File: config.mk
export PLATFORM = sky130hd
export DESIGN_NAME = hed_ctrl
export DESIGN_NICKNAME = d
export VERILOG_FILES = /design/src/rtl/core/hed_pkg.sv /design/src/rtl/core/hed_ctrl.sv
export SDC_FILE = /design/constraint.sdc
export NUM_CORES = 1
export LEC_CHECK = 0
export ABC_AREA = 1
export ABC_CLOCK_PERIOD_IN_PS = 5590
export BUFFER_PORTS_ARGS = -buffer_cell sky130_fd_sc_hd__buf_2
export CORE_MARGIN = 2
export CORE_UTILIZATION = 51
export CTS_CLUSTER_SIZE = 12
export DETAILED_ROUTE_END_ITERATION = 10
export PLACE_DENSITY_LB_ADDON = 0.3
export RECOVER_POWER = 100
export SYNTH_ARGS = -nofsm -noshare
export SYNTH_HDL_FRONTEND = slang
export SYNTH_SLANG_ARGS = --single-unit
File: constraint.sdc
create_clock -name clk -period 5.59 [get_ports clk]
set_clock_uncertainty 0.1 [all_clocks]
set_input_delay 1.3975 -clock clk [delete_from_list [all_inputs] [get_ports clk]]
set_output_delay 1.3975 -clock clk [all_outputs]
set_load 0.05 [all_outputs]
File: src/rtl/core/hed_pkg.sv
// ============================================================================
// hed_pkg
// shared types and constants for the heading error and distance pipeline
// ============================================================================
package hed_pkg;

    localparam int POS_W        = 32;
    localparam int ANG_W        = 15;
    localparam int DIST_W       = 33;
    localparam int DELTA_W      = 33;
    localparam int MAG_W        = 33;
    localparam int HI_W         = 17;
    localparam int LO_W         = 16;
    localparam int SUMSQ_W      = 66;
    localparam int REM_W        = 37;
    localparam int MAG_SHIFT    = 24;
    localparam int CX_W         = 59;
    localparam int Z_W          = 32;
    localparam int ZC_W         = 29;
    localparam int ZQ_W         = 30;
    localparam int TURN_W       = 17;
    localparam int FRONT_STAGES = 5;
    localparam int SQRT_STAGES  = 33;
    localparam int PIPE_DEPTH   = FRONT_STAGES + SQRT_STAGES + 1;
    localparam int CORDIC_START = 3;
    localparam int ATAN_ENTRIES = 32;
    localparam int ROUND_SHIFT  = 16;

    typedef logic signed [POS_W-1:0]  pos_t;
    typedef logic signed [ANG_W-1:0]  ang_t;
    typedef logic        [DIST_W-1:0] dist_t;
    typedef logic        [MAG_W-1:0]  mag_t;
    typedef logic      [SUMSQ_W-1:0]  sumsq_t;
    typedef logic signed [TURN_W-1:0] turn_t;
    typedef logic [PIPE_DEPTH:1]      stage_en_t;

    typedef struct packed {
        logic dx_neg;
        logic dy_neg;
        logic ax_zero;
        logic ay_zero;
    } quad_t;

    localparam logic [ZC_W-1:0] HALF_PI_A  = 29'd421657428;
    localparam logic [ZQ_W-1:0] PI_A       = 30'd843314857;
    localparam turn_t           PI_Q       = 17'sd12868;
    localparam turn_t           TWO_PI_Q   = 17'sd25736;
    localparam logic [15:0]     ROUND_HALF = 16'd32768;

    // atan(2^-i) in units of 2^-28 rad
    localparam logic [27:0] ATAN_TAB [ATAN_ENTRIES] = '{
        28'd210828714, 28'd124459457, 28'd65760959, 28'd33381290,
        28'd16755422,  28'd8385879,   28'd4193963,  28'd2097109,
        28'd1048571,   28'd524287,    28'd262144,   28'd131072,
        28'd65536,     28'd32768,     28'd16384,    28'd8192,
        28'd4096,      28'd2048,      28'd1024,     28'd512,
        28'd256,       28'd128,       28'd64,       28'd32,
        28'd16,        28'd8,         28'd4,        28'd2,
        28'd1,         28'd0,         28'd0,        28'd0
    };

endpackage

File: src/rtl/core/hed_ctrl.sv
// ============================================================================
// hed_ctrl
// per-stage valid bits and load enables, bubbles collapse on stall
// ============================================================================
module hed_ctrl (
    input  logic               clk,
    input  logic               rst_n,
    input  logic               in_valid,
    output logic               in_ready,
    output logic               out_valid,
    input  logic               out_ready,
    output hed_pkg::stage_en_t ld
);
    import hed_pkg::*;

    stage_en_t valid_reg;
    stage_en_t valid_next;
    stage_en_t ld_next;

    always_comb
    begin
        ld_next[PIPE_DEPTH] = !valid_reg[PIPE_DEPTH] || out_ready;
        for (int k = PIPE_DEPTH - 1; k >= 1; k--)
        begin
            ld_next[k] = !valid_reg[k] || ld_next[k+1];
        end
        valid_next[1] = ld_next[1] ? in_valid : valid_reg[1];
        for (int k = 2; k <= PIPE_DEPTH; k++)
        begin
            valid_next[k] = ld_next[k] ? valid_reg[k-1] : valid_reg[k];
        end
    end

    always_ff @(posedge clk or negedge rst_n)
    begin
        if (!rst_n)
        begin
            valid_reg <= '0;
        end
        else
        begin
            valid_reg <= valid_next;
        end
    end

    assign ld        = ld_next;
    assign in_ready  = ld_next[1];
    assign out_valid = valid_reg[PIPE_DEPTH];
endmodule

* Word-level counts from Yosys, hierarchy flattened *
Cells that the tools add are included.

word-level totals
  bits in read-only memories = 0
  word-level logic and storage cells = 117
  flip-flop bits (word level) = 39
  output and inout port bits = 41
  RAM bits = 0
  latch bits = 0
  memories = 0
  input bits = 4

operators by class
  equal/unequal tests = 0
  magnitude comparators = 0
  mux-type cells = 0
  shift-type cells = 0
  div/mod/pow operators = 0
  multipliers = 0
  reduce and logical (&&, ||, !) cells = 78
  bitwise gates (word level) = 0
  add/sub/neg operators = 0

operator list
  operator           count
  1-bit logical NOT  39
  1-bit logical OR   39

* Longest topological paths before layout *
  word-level depth = 40
  depth in mapped cells = 21
  depth with buffers taken out = 21

* Worst setup path after synthesis *
OpenSTA, ideal clock, no wires.

  path type = input -> output
  start point = input out_ready
  end point = output ld[0]
  path slack = -2.309 ns
  path buffers = 1
  stages = 21
  data arrival time = 6.401 ns
  required time = 4.093 ns
  cells stage by stage = inv_2 -> nand4_4 -> nor2_4 -> nand4_4 -> nor2_4 -> nand4_4 -> nor2_4 -> nand4_4 -> nor2_4 -> nand4_4 -> nor2_4 -> nand4_4 -> nor2_4 -> nand4_4 -> nor2_4 -> nand4_4 -> nor2_4 -> nand4_4 -> nor2_4 -> nand4_2 -> buf_4

between the ends
  cells in the longest elaborated chain, start to end = 39

ends and longest elaborated chain
  what                            RTL line        RTL
  start: declaration              hed_ctrl.sv:11  input logic out_ready,
  1-bit logical OR                hed_ctrl.sv:22  ld_next[PIPE_DEPTH] = !valid_reg[PIPE_DEPTH] || out_ready;
  1-bit logical OR (2 in series)  hed_ctrl.sv:25  ld_next[k] = !valid_reg[k] || ld_next[k+1];
  net ld[36]                      hed_ctrl.sv:12  output hed_pkg::stage_en_t ld
  1-bit logical OR (4 in series)  hed_ctrl.sv:25
  net ld[32]                      hed_ctrl.sv:12
  1-bit logical OR (4 in series)  hed_ctrl.sv:25
  net ld[28]                      hed_ctrl.sv:12
  1-bit logical OR (4 in series)  hed_ctrl.sv:25
  net ld[24]                      hed_ctrl.sv:12
  [... 4 more ...]                --
  net ld[20]                      hed_ctrl.sv:12
  [... 4 more ...]                --
  net ld[16]                      hed_ctrl.sv:12
  1-bit logical OR (4 in series)  hed_ctrl.sv:25
  net ld[12]                      hed_ctrl.sv:12
  1-bit logical OR (4 in series)  hed_ctrl.sv:25
  net ld[8]                       hed_ctrl.sv:12
  1-bit logical OR (4 in series)  hed_ctrl.sv:25
  net ld[4]                       hed_ctrl.sv:12
  1-bit logical OR (4 in series)  hed_ctrl.sv:25
  end: declaration                hed_ctrl.sv:12

The timed path passes the listed nets, and every way through them passes these cells.

* Worst setup path in the final report *
  start point = input out_ready
  end point = output ld[0]

between the ends
  cells in the longest elaborated chain, start to end = 39

ends and longest elaborated chain
  what                             RTL line
  1-bit logical OR                 hed_ctrl.sv:22
  1-bit logical OR (38 in series)  hed_ctrl.sv:25

No other way between the ends.

==> summary.txt <==
Placement
  – Setup slack after placement: -97.10 ps
  – IO Port Bufs: 44
  – Cell count after placement: 257
  – Post-DP Area: 2074 um^2
  – DPL Wire Length: 2.276 mm
  – GP Congestion: 0.6973

Pwr
  – Gate power share: 0.326
  – Total power: 737.4 uW
  – Pleak: 1.196 nW
  – Internal power: 453.7 uW
  – Reg power frac: 0.454
  – Net Sw Power: 283.7 uW
  – Peak supply drop: 0.2080 mV
  – Switch share: 0.3848
  – Clk pwr share: 0.221
  – PwrDens: 320.0 nW/um^2

Clocking
  – Clock Latency Late Sink: 340 ps
  – Sink count of the clock tree: 39
  – CTS buffer count: 5
  – H-tree depth: 2
  – Root Buffer: clkbuf_4
  – CTS tree: yes
  – Hold buffers post-CTS: 0
  – Bufs on Longest Clock Path: 2
  – CTS clk-pin slew, worst paths: 110 ps

Min path
  – Hold-critical path depth: 2
  – WHS Endpoint: valid_reg[16]$_DFFE_PN0P_
  – HP Start: valid_reg[15]$_DFFE_PN0P_
  – HP Class: reg -> reg

Worst setup path
  – Reg2Reg Depth: 21
  – Critical R2R Launch: valid_reg[38]$_DFFE_PN0P_
  – WP data arrival: 3990 ps
  – RR Endpoint: valid_reg[1]$_DFFE_PN0P_
  – Setup crit end kind: output port
  – Setup Crit Path Kind: in -> out
  – CP max FO: 5
  – Startpoint Class: primary input
  – FF-to-FF setup slack: 2490 ps
  – CP Data Required Time: 4090 ps

Synth
  – Mean post-synth cell area: 10.73 um^2
  – Sequential element share of the synthesized area: 0.5756
  – Mapped cell area: 1695 um^2
  – #FFs+latches synth: 39
  – Synth warn: 0
  – Syn nets: 162
  – Synth Instances: 158
  – Yosys cell types: 11

STA
  – Final period util: 0.9818
  – Slew HR: 0.4450
  – Worst Tran Pin Value: 832.5 ps
  – Final setup viols: 0
  – RSZ-0062 raised after global routing: true
  – Maximum clock rate: 182.2 MHz
  – Final Worst Setup Slack: 101.8 ps
  – Final Slew Violations: 0
  – Final worst path period need: 5488 ps
  – Final hold violation count: 0

Final layout
  – Most frequent cells in the layout: nand2_1 (40), inv_1 (39), dfrtp_1 (39)
  – Final Non-Filler Cells: 280
  – Max reg flops: 39
  – Fraction of layout instances using a drive strength above 1: 0.4492
  – ANT cells: 0
  – Fin area: 2305 um^2
  – Most common cell after layout, fill and taps aside: nand2_1
  – Area added between synthesis and finish: 35.94%
  – Final design utilization: 0.7427
  – # nets final: 239

Global routing
  – Antenna violations before repair: 0
  – Vias in the first global route: 1,148
  – Largest net degree at the start of global routing: 40
  – Total track usage: 0.1807
  – First-pass GRT wire length: 4.850 mm
  – Total gr overflow: 0

Die
  – Core Region: 3103 um^2
  – Chip height: 61.66 um
  – Die X: 61.66 um
  – Initial Util: 0.5464
  – # IOs: 45
  – DIE AREA: 3801 um^2
  – Row cnt: 20

Detailed routing
  – Drt drc: 0
  – DR iter-0 viols: 19
  – DR vias: 1,248
  – Final WL: 3.109 mm
  – Pre-antenna DRT Iters: 4
  – Post-DRT Antenna Nets: 0
  – Avg WL per Cell: 11.10 um
  – Detailed-route vias per instance: 4.457

Flow run
  – Maxcap violations: 0

Outcome
  – Outcome: finished clean
-- through the flow --
| stage | hold WS [ps] | setup TNS [ps] |
|---|---|---|
| after floorplan | 346.1 | -25120 |
| after global placement | 361.8 | 0 |
| after detailed placement | 373.3 | -389.0 |
| after CTS | 401.8 | 0 |
| after global routing | 433.9 | -438.5 |
| final | 399.1 | 0 |
-- kinds of logic (layout without fill, tap and decap cells) --
group / after synthesis / in the layout / synth area share
and+or+nand+nor: 78 / 78 / 0.3314
buffers and inverters: 41 / 119 / 0.09299
DFF: 39 / 39 / 0.5756
-- what timing repair did --
action / 4_1_cts / 5_1_grt
pin swaps: 3 / 1
endpoints found under the setup margin: 5 / 7
setup buffers: 9 / 6
resized for setup: 9 / 7
-- synthesized netlist by cell type --
master	instances	area share
inv_2	1	0.0022
nand4_2	1	0.0074
nand4_4	9	0.11
nor2_4	9	0.060
dfrtp_1	39	0.58
nand2_1	40	0.089
buf_4	1	0.0044
or2_2	8	0.030
inv_1	39	0.086
or2_1	1	0.0037
nand3_1	10	0.030
-- critical path: stages --
cell,delay (ps)
buf_8,110
inv_12,40
nand4_4,80
nor2_4,140
nand4_4,100
nor2_4,130
nand4_4,100
nor2_4,130
nand4_4,110
nor2_4,160
nand4_4,100
nor2_4,130
nand4_4,100
nor2_4,130
nand4_4,100
nor2_4,130
nand4_4,100
nor2_4,130
nand4_4,110
nor2_4,160
nand4_4,120
buf_8,180
-- metal layers --
layer / share of wire / vias to the layer above / track usage
met2: 0.53 / 32 / 0.3143
met3: 0.063 / 4 / 0.07983
met1: 0.39 / 584 / 0.1989
met4: 0.010 / 0 / 0.05471
li1: - / 628 / -
met5: 0 / - / 0
-- worst max path at each step --
stage | startpoint | endpoint | slack (ps) | cells past startpoint
after floorplan | out_ready | ld[0] | -2100 | 21
after global placement | out_ready | ld[1] | 0.2 | 22
after detailed placement | out_ready | ld[1] | -100 | 22
after CTS | out_ready | in_ready | 9 | 22
after global routing | out_ready | ld[0] | -120 | 22
final | out_ready | ld[0] | 100 | 22
-- final cells by class --
| cell class | count | area [um^2] |
|---|---|---|
| flip-flops and latches | 39 | 975.9 |
| inverters | 40 | 162.7 |
| fillers | 250 | 798.3 |
| clock buffers | 8 | 68.82 |
| repair buffers | 71 | 471.7 |
| multi-input cells | 78 | 570.5 |
| well taps | 44 | 55.05 |
-- power by group through the flow --
stage / Sequential [mW] / Combinational (mW) / Clock, mW
final: 0.335 / 0.240 / 0.163
after global routing: 0.338 / 0.258 / 0.178
after CTS: 0.335 / 0.237 / 0.168
after detailed placement: 0.341 / 0.225 / 0
after global placement: 0.337 / 0.222 / 0
after floorplan: 0.335 / 0.172 / 0
No activity file was read; power rests on OpenSTA's default activity.
