`config.mk`:
```
export PLATFORM = sky130hd
export DESIGN_NAME = hed_front
export DESIGN_NICKNAME = d
export VERILOG_FILES = /design/src/rtl/core/hed_pkg.sv /design/src/rtl/core/hed_front.sv
export SDC_FILE = /design/constraint.sdc
export NUM_CORES = 2
export LEC_CHECK = 0
export ABC_AREA = 1
export CORE_UTILIZATION = 70
export CTS_BUF_LIST = sky130_fd_sc_hd__clkbuf_2 sky130_fd_sc_hd__clkbuf_4 sky130_fd_sc_hd__clkbuf_8
export DETAILED_ROUTE_END_ITERATION = 12
export DONT_BUFFER_PORTS = 1
export HOLD_SLACK_MARGIN = 0.02
export PLACE_DENSITY = 0.94
export REMOVE_ABC_BUFFERS = 1
export SETUP_SLACK_MARGIN = 0.1
export SLEW_MARGIN = 20
export SYNTH_ARGS = -nofsm -noshare
export SYNTH_HDL_FRONTEND = slang
export SYNTH_SLANG_ARGS = --single-unit
```
`constraint.sdc`:
```
create_clock -name clk -period 10.1 [get_ports clk]
set_input_delay 0.505 -clock clk [delete_from_list [all_inputs] [get_ports clk]]
set_output_delay 0.505 -clock clk [all_outputs]
set_load 0.005 [all_outputs]
```
`src/rtl/core/hed_pkg.sv`:
```
// ============================================================================
// hed_pkg
// shared types and constants for the heading error and distance pipeline
// ============================================================================
package hed_pkg;

    localparam int POS_W        = 32;
    localparam int ANG_W        = 15;
    localparam int DIST_W       = 33;
    localparam int DELTA_W      = 33;
    localparam int MAG_W        = 33;
    localparam int HI_W         = 17;
    localparam int LO_W         = 16;
    localparam int SUMSQ_W      = 66;
    localparam int REM_W        = 37;
    localparam int MAG_SHIFT    = 24;
    localparam int CX_W         = 59;
    localparam int Z_W          = 32;
    localparam int ZC_W         = 29;
    localparam int ZQ_W         = 30;
    localparam int TURN_W       = 17;
    localparam int FRONT_STAGES = 5;
    localparam int SQRT_STAGES  = 33;
    localparam int PIPE_DEPTH   = FRONT_STAGES + SQRT_STAGES + 1;
    localparam int CORDIC_START = 3;
    localparam int ATAN_ENTRIES = 32;
    localparam int ROUND_SHIFT  = 16;

    typedef logic signed [POS_W-1:0]  pos_t;
    typedef logic signed [ANG_W-1:0]  ang_t;
    typedef logic        [DIST_W-1:0] dist_t;
    typedef logic        [MAG_W-1:0]  mag_t;
    typedef logic      [SUMSQ_W-1:0]  sumsq_t;
    typedef logic signed [TURN_W-1:0] turn_t;
    typedef logic [PIPE_DEPTH:1]      stage_en_t;

    typedef struct packed {
        logic dx_neg;
        logic dy_neg;
        logic ax_zero;
        logic ay_zero;
    } quad_t;

    localparam logic [ZC_W-1:0] HALF_PI_A  = 29'd421657428;
    localparam logic [ZQ_W-1:0] PI_A       = 30'd843314857;
    localparam turn_t           PI_Q       = 17'sd12868;
    localparam turn_t           TWO_PI_Q   = 17'sd25736;
    localparam logic [15:0]     ROUND_HALF = 16'd32768;

    // atan(2^-i) in units of 2^-28 rad
    localparam logic [27:0] ATAN_TAB [ATAN_ENTRIES] = '{
        28'd210828714, 28'd124459457, 28'd65760959, 28'd33381290,
        28'd16755422,  28'd8385879,   28'd4193963,  28'd2097109,
        28'd1048571,   28'd524287,    28'd262144,   28'd131072,
        28'd65536,     28'd32768,     28'd16384,    28'd8192,
        28'd4096,      28'd2048,      28'd1024,     28'd512,
        28'd256,       28'd128,       28'd64,       28'd32,
        28'd16,        28'd8,         28'd4,        28'd2,
        28'd1,         28'd0,         28'd0,        28'd0
    };

endpackage

```
`src/rtl/core/hed_front.sv`:
```
// ============================================================================
// hed_front
// deltas, magnitudes, split squares and the sum of squares (stages 1 to 5)
// ============================================================================
module hed_front (
    input  logic               clk,
    input  hed_pkg::stage_en_t ld,
    input  hed_pkg::pos_t      robot_x,
    input  hed_pkg::pos_t      robot_y,
    input  hed_pkg::ang_t      robot_yaw,
    input  hed_pkg::pos_t      goal_x,
    input  hed_pkg::pos_t      goal_y,
    output hed_pkg::mag_t      ax,
    output hed_pkg::mag_t      ay,
    output hed_pkg::quad_t     quad,
    output hed_pkg::ang_t      yaw,
    output hed_pkg::sumsq_t    sumsq
);
    import hed_pkg::*;

    typedef logic signed [DELTA_W-1:0] delta_t;

    delta_t dx_reg;
    delta_t dy_reg;
    ang_t   yaw1_reg;
    ang_t   yaw2_reg;
    mag_t   ax_reg;
    mag_t   ay_reg;
    quad_t  quad_reg;

    logic [2*HI_W-1:0]    xhh_reg;
    logic [2*HI_W-1:0]    yhh_reg;
    logic [HI_W+LO_W-1:0] xhl_reg;
    logic [HI_W+LO_W-1:0] yhl_reg;
    logic [2*LO_W-1:0]    xll_reg;
    logic [2*LO_W-1:0]    yll_reg;

    sumsq_t sqx_reg;
    sumsq_t sqy_reg;
    sumsq_t sumsq_reg;

    delta_t dx_next;
    delta_t dy_next;
    mag_t   ax_next;
    mag_t   ay_next;
    quad_t  quad_next;
    sumsq_t sqx_next;
    sumsq_t sqy_next;

    always_comb
    begin
        dx_next = DELTA_W'(goal_x) - DELTA_W'(robot_x);
        dy_next = DELTA_W'(goal_y) - DELTA_W'(robot_y);

        ax_next = dx_reg[DELTA_W-1] ? mag_t'(-dx_reg) : mag_t'(dx_reg);
        ay_next = dy_reg[DELTA_W-1] ? mag_t'(-dy_reg) : mag_t'(dy_reg);
        quad_next.dx_neg  = dx_reg[DELTA_W-1];
        quad_next.dy_neg  = dy_reg[DELTA_W-1];
        quad_next.ax_zero = (dx_reg == '0);
        quad_next.ay_zero = (dy_reg == '0);

        // a^2 = hh * 2^32 + 2 * hl * 2^16 + ll
        sqx_next = {xhh_reg, {(2*LO_W){1'b0}}}
                 + (SUMSQ_W'(xhl_reg) << (LO_W + 1))
                 + SUMSQ_W'(xll_reg);
        sqy_next = {yhh_reg, {(2*LO_W){1'b0}}}
                 + (SUMSQ_W'(yhl_reg) << (LO_W + 1))
                 + SUMSQ_W'(yll_reg);
    end

    always_ff @(posedge clk)
    begin
        if (ld[1])
        begin
            dx_reg   <= dx_next;
            dy_reg   <= dy_next;
            yaw1_reg <= robot_yaw;
        end
        if (ld[2])
        begin
            ax_reg   <= ax_next;
            ay_reg   <= ay_next;
            quad_reg <= quad_next;
            yaw2_reg <= yaw1_reg;
        end
        if (ld[3])
        begin
            xhh_reg <= ax_reg[MAG_W-1:LO_W] * ax_reg[MAG_W-1:LO_W];
            xhl_reg <= ax_reg[MAG_W-1:LO_W] * ax_reg[LO_W-1:0];
            xll_reg <= ax_reg[LO_W-1:0] * ax_reg[LO_W-1:0];
            yhh_reg <= ay_reg[MAG_W-1:LO_W] * ay_reg[MAG_W-1:LO_W];
            yhl_reg <= ay_reg[MAG_W-1:LO_W] * ay_reg[LO_W-1:0];
            yll_reg <= ay_reg[LO_W-1:0] * ay_reg[LO_W-1:0];
        end
        if (ld[4])
        begin
            sqx_reg <= sqx_next;
            sqy_reg <= sqy_next;
        end
        if (ld[5])
        begin
            sumsq_reg <= sqx_reg + sqy_reg;
        end
    end

    assign ax    = ax_reg;
    assign ay    = ay_reg;
    assign quad  = quad_reg;
    assign yaw   = yaw2_reg;
    assign sumsq = sumsq_reg;
endmodule

```
# After elaboration in Yosys (flattened, before gate mapping)
# Cells that the tools add are included.
# word_totals
reg_bits,562
in_bits,183
elab_cells,40
# classes
muxes,2
add_sub_neg,9
n_mul,6
reduce_logical,2
# ops
operator,n
$add 66x32->66,2
$add 66x50->66,2
$mul 17x17->34,2
$add 66x66->66,1
$logic_not 33->1,2
$mul 17x16->33,2
$neg 33->33,2
$sub 32x32->33,2
$mul 16x16->32,2
$mux 32,2

# Logic depth before layout (Yosys ltp)
# depth
ltp_word,2
ltp_mapped,27
depth_no_buf,25

# Worst setup path after synthesis
# No wires, ideal clock.
# synth_timing
path_type,flip-flop to flip-flop
start,"register ay_reg[24], in the netlist ay[24]"
end,"register yhh_reg[24], data pin"
stages_incl_launch_ff,25
arrival_ns,5.242
slack_ns,4.602
required_ns,9.844
path_cell_list,edfxtp_1 -> clkbuf_1 -> clkbuf_1 -> nand2_1 -> fa_1 -> inv_1 -> fa_1 -> inv_1 -> fa_1 -> inv_1 -> fa_1 -> fa_1 -> inv_1 -> fa_1 -> inv_1 -> ha_1 -> nand2_1 -> nor2_1 -> inv_1 -> nor3_1 -> nand2_1 -> a21oi_1 -> nor2_1 -> nand2_1 -> nand2_1
# synth_between
elab_chain_cells,1
# synth_rtl
element,line_no,rtl
start: declaration,hed_front.sv:28,mag_t ay_reg;
start signal: assignment,hed_front.sv:82,ay_reg <= ay_next;
$mul 17x17->34,hed_front.sv:91,yhh_reg <= ay_reg[MAG_W-1:LO_W] * ay_reg[MAG_W-1:LO_W];
end signal: assignment,hed_front.sv:91,
end: declaration,hed_front.sv:32,logic [2*HI_W-1:0] yhh_reg;
# No other way between the ends.
# A chain may end at the register's enable or synchronous reset.

# Worst setup path after layout
# layout_timing
start,"register ax_reg[22], in the netlist ax[22]"
end,"register xhh_reg[30], data pin"
# layout_between
elab_chain_cells,1
# layout_rtl
element,line_no,rtl
start: declaration,hed_front.sv:27,mag_t ax_reg;
start signal: assignment,hed_front.sv:81,ax_reg <= ax_next;
$mul 17x17->34,hed_front.sv:88,xhh_reg <= ax_reg[MAG_W-1:LO_W] * ax_reg[MAG_W-1:LO_W];
end signal: assignment,hed_front.sv:88,
end: declaration,hed_front.sv:31,logic [2*HI_W-1:0] xhh_reg;
# No other way between the ends.

==> flow_summary.yaml <==
outcome:
  status: "complete, no violations"
clocking:
  cts.htree.levels: 3
  postCtsResizedCells: 0
  cts_max_path_buffers: 3
  cts.root.buffer_cell: "clkbuf_8"
  cts_buffers: 101
  clk_latency_ns: 0.80
  cts_sinks: 556
  clk_pin_slew_ns: 0.06
  cts_tree: "yes"
finish:
  multi_input_area_um2: 57800
  largest_reg_flops: 66
  layout.area.seq_um2: 16700
  drive_above_1_share_pct: 3.20
  fill_cells: 8753
  finalNetCount: 13200
  syn2layout_area_growth_pct: 4.59
placement:
  port_buffers: 0
  hpwl_mm: 200
  place_congestion: 1.01
worst_setup_path:
  worstPathMaxFanout: 18
  worstPathRequired_ns: 10.64
  path_delay_family: "adder cells"
  startpoint_type: "flop"
  cp_cell_sequence: "buf_4 > nand2_1 > fa_1 > inv_1 > fa_1 > inv_1 > fa_1 > inv_1 > fa_1 > fa_1 > inv_1 > fa_1 > inv_1 > ha_1 > a21o_1 > nand2_1 > nand2_1 > a21oi_1 > nor2_1 > nor2_1 > nand2_1 > nand2_1 > nand2_1"
  crit_slowest_cell: "edfxtp_1"
  end_kind: "flop"
  critPathBufInv: 6
  crit_type: "flop to flop"
  crit_arrival_ns: 7.11
  slowest_delay_ns: 1.09
die:
  start_util_pct: 70.8
  die_h_um: 353
  core-area_um2: 122000
  num_rows: 128
  num_io_pins: 334
  die_w_um: 353
  die_area_um2: 125000
routing:
  routed-via-count: 72600
  drc: 0
  ant_nets: 0
  drtPass1Iterations: 8
  drtIter0Drc: 6573
  drt-total-wl_mm: 248
  vias_per_cell: 5.67
  wl_per_cell_um: 19.4
global_routing:
  grtUsageTotal_pct: 40.2
  grt_pass1_wl_mm: 394
  antenna_found_initial: 7
  grt_max_degree: 195
  grt_pass1_vias: 76800
  grt_overflow: 0
logic_synthesis:
  synthFlopType: "edfxtp_1"
  synth_seq_cells: 556
  synth-async-reset-ratio_pct: 0
  synth_edf_count: 556
  synthesis.area_um2: 86300
  synth_seq_area_share_pct: 19.3
  yosysWarnings: 0
  syn_inst: 11200
  avgSynthCellArea_um2: 7.74
  ys_types: 42
sta:
  rsz0062_at_grt: "false"
  fin_crit_sh_pct: 65.0
  slew_headroom_pct: 23.6
  finalSetupTns_ns: 0
  drv_slew: 0
  setup_violations: 0
  fmax_mhz: 152
  fin_skew_ns: 0.0572
  worst_pin_slew_ns: 1.15
  period_minus_slack_ns: 6.56
  hold_viol: 0
worst_hold_path:
  hold_class: "input pin to flop"
flow_run:
  drv_cap: 0
cells by family (layout without fill, tap and decap cells):
logic type	after synthesis	in the layout	share of synthesized area, %
and+or+nand+nor	4422	4422	20.8
buffers and inverters	3163	3175	13.7
adders and majority gates	1956	1956	38.2
AOI/OAI and AO/OA	710	710	4.45
DFF	556	556	19.3
xor gates and xnor gates	347	347	3.52
other	0	3	0
Yosys cell counts, types with 29 or more instances:
| cell | instances | area (µm²) |
|---|---|---|
| a21oi_1 | 411 | 2060 |
| clkbuf_1 | 263 | 987 |
| edfxtp_1 | 556 | 16700 |
| fa_1 | 1130 | 22600 |
| ha_1 | 826 | 10300 |
| inv_1 | 2876 | 10800 |
| nand2_1 | 3129 | 11700 |
| nand3_1 | 374 | 1870 |
| nand4_1 | 75 | 469 |
| nor2_1 | 620 | 2330 |
| nor2_2 | 29 | 181 |
| nor3_1 | 65 | 325 |
| o21ai_0 | 176 | 881 |
| o21bai_1 | 46 | 345 |
| xnor2_1 | 56 | 490 |
| xor2_1 | 291 | 2550 |
through the flow:
stage,hold slack (ns),util (%),cell area [µm²],setup slack [ns],instances
final,0.115,74.0,90300,3.54,12800
after global routing,0.0899,74.0,90300,3.31,12800
after global placement,0.402,72.0,87900,3.84,12600
after CTS,0.0490,74.0,90300,3.68,12800
after floorplan,0.400,-,85400,4.47,10900
after detailed placement,0.405,72.0,87900,3.69,12600
what timing repair did:
action,4_1_cts,5_1_grt
buffers inserted,0,0
hold buffers,23,0
endpoints found under the hold margin,574,0
placed cells by master, fill, tap and decap left out, types with 4 or more instances in the layout:
cell type / Yosys / routed
nor2_2: 29 / 29
fa_1: 1130 / 1130
nor2_1: 620 / 620
inv_2: 19 / 19
clkinv_1: 5 / 28
xnor2_1: 56 / 56
nand3_1: 374 / 374
a21oi_1: 411 / 411
dlygate4sd3_1: 0 / 18
o21bai_1: 46 / 46
nor2_4: 5 / 5
clkbuf_8: 0 / 103
inv_1: 2876 / 2876
nand3b_1: 22 / 22
nor4_1: 23 / 23
buf_4: 0 / 68
nor3_2: 10 / 10
o21ai_0: 176 / 176
clkbuf_4: 0 / 23
clkinvlp_4: 0 / 5
and2_1: 6 / 6
clkinv_2: 0 / 17
o21ai_2: 4 / 4
nand2_1: 3129 / 3129
nand4_1: 75 / 75
xor2_1: 291 / 291
buf_16: 0 / 5
or2_1: 4 / 4
nor3_4: 7 / 7
o21ai_1: 10 / 10
nand2_2: 23 / 23
or2_2: 13 / 13
nand3_2: 9 / 9
bufinv_16: 0 / 7
o21a_1: 25 / 25
ha_1: 826 / 826
edfxtp_1: 556 / 556
nor3_1: 65 / 65
a21o_1: 28 / 28
per-layer routing:
metal | GRT usage (%) | share of wire (%)
met2 | 66.6 | 47
met3 | 7.81 | 9.3
met1 | 50.5 | 38
met5 | 0 | 0.023
met4 | 20.0 | 5.3
worst paths after layout:
check / slack (ns) / depth (start not counted) / start / to
worst max-delay path: 3.54 / 23 / ax[22] / xhh_reg[30]
worst min-delay path: 0.12 / 2 / robot_x[1] / dx_reg[1]
worst max register to register: 3.54 / 23 / ax[22] / xhh_reg[30]
worst min register to register: 0.41 / 0 / yaw1_reg[14] / yaw[14]
cell type report:
type / instances / area share, %
Multi-Input combinational cell: 7435 / 64.0
Sequential cell: 556 / 18.5
Inverter: 2900 / 12.1
Tap cell: 1625 / 2.25
Clock buffer: 126 / 1.76
Timing Repair Buffer: 91 / 0.917
Clock inverter: 58 / 0.542
Antenna cell: 3 / 0.00831
Power is left out: the tool's default activity adds up to more than one toggle a clock period on the data nets, which glitch-free logic cannot reach.
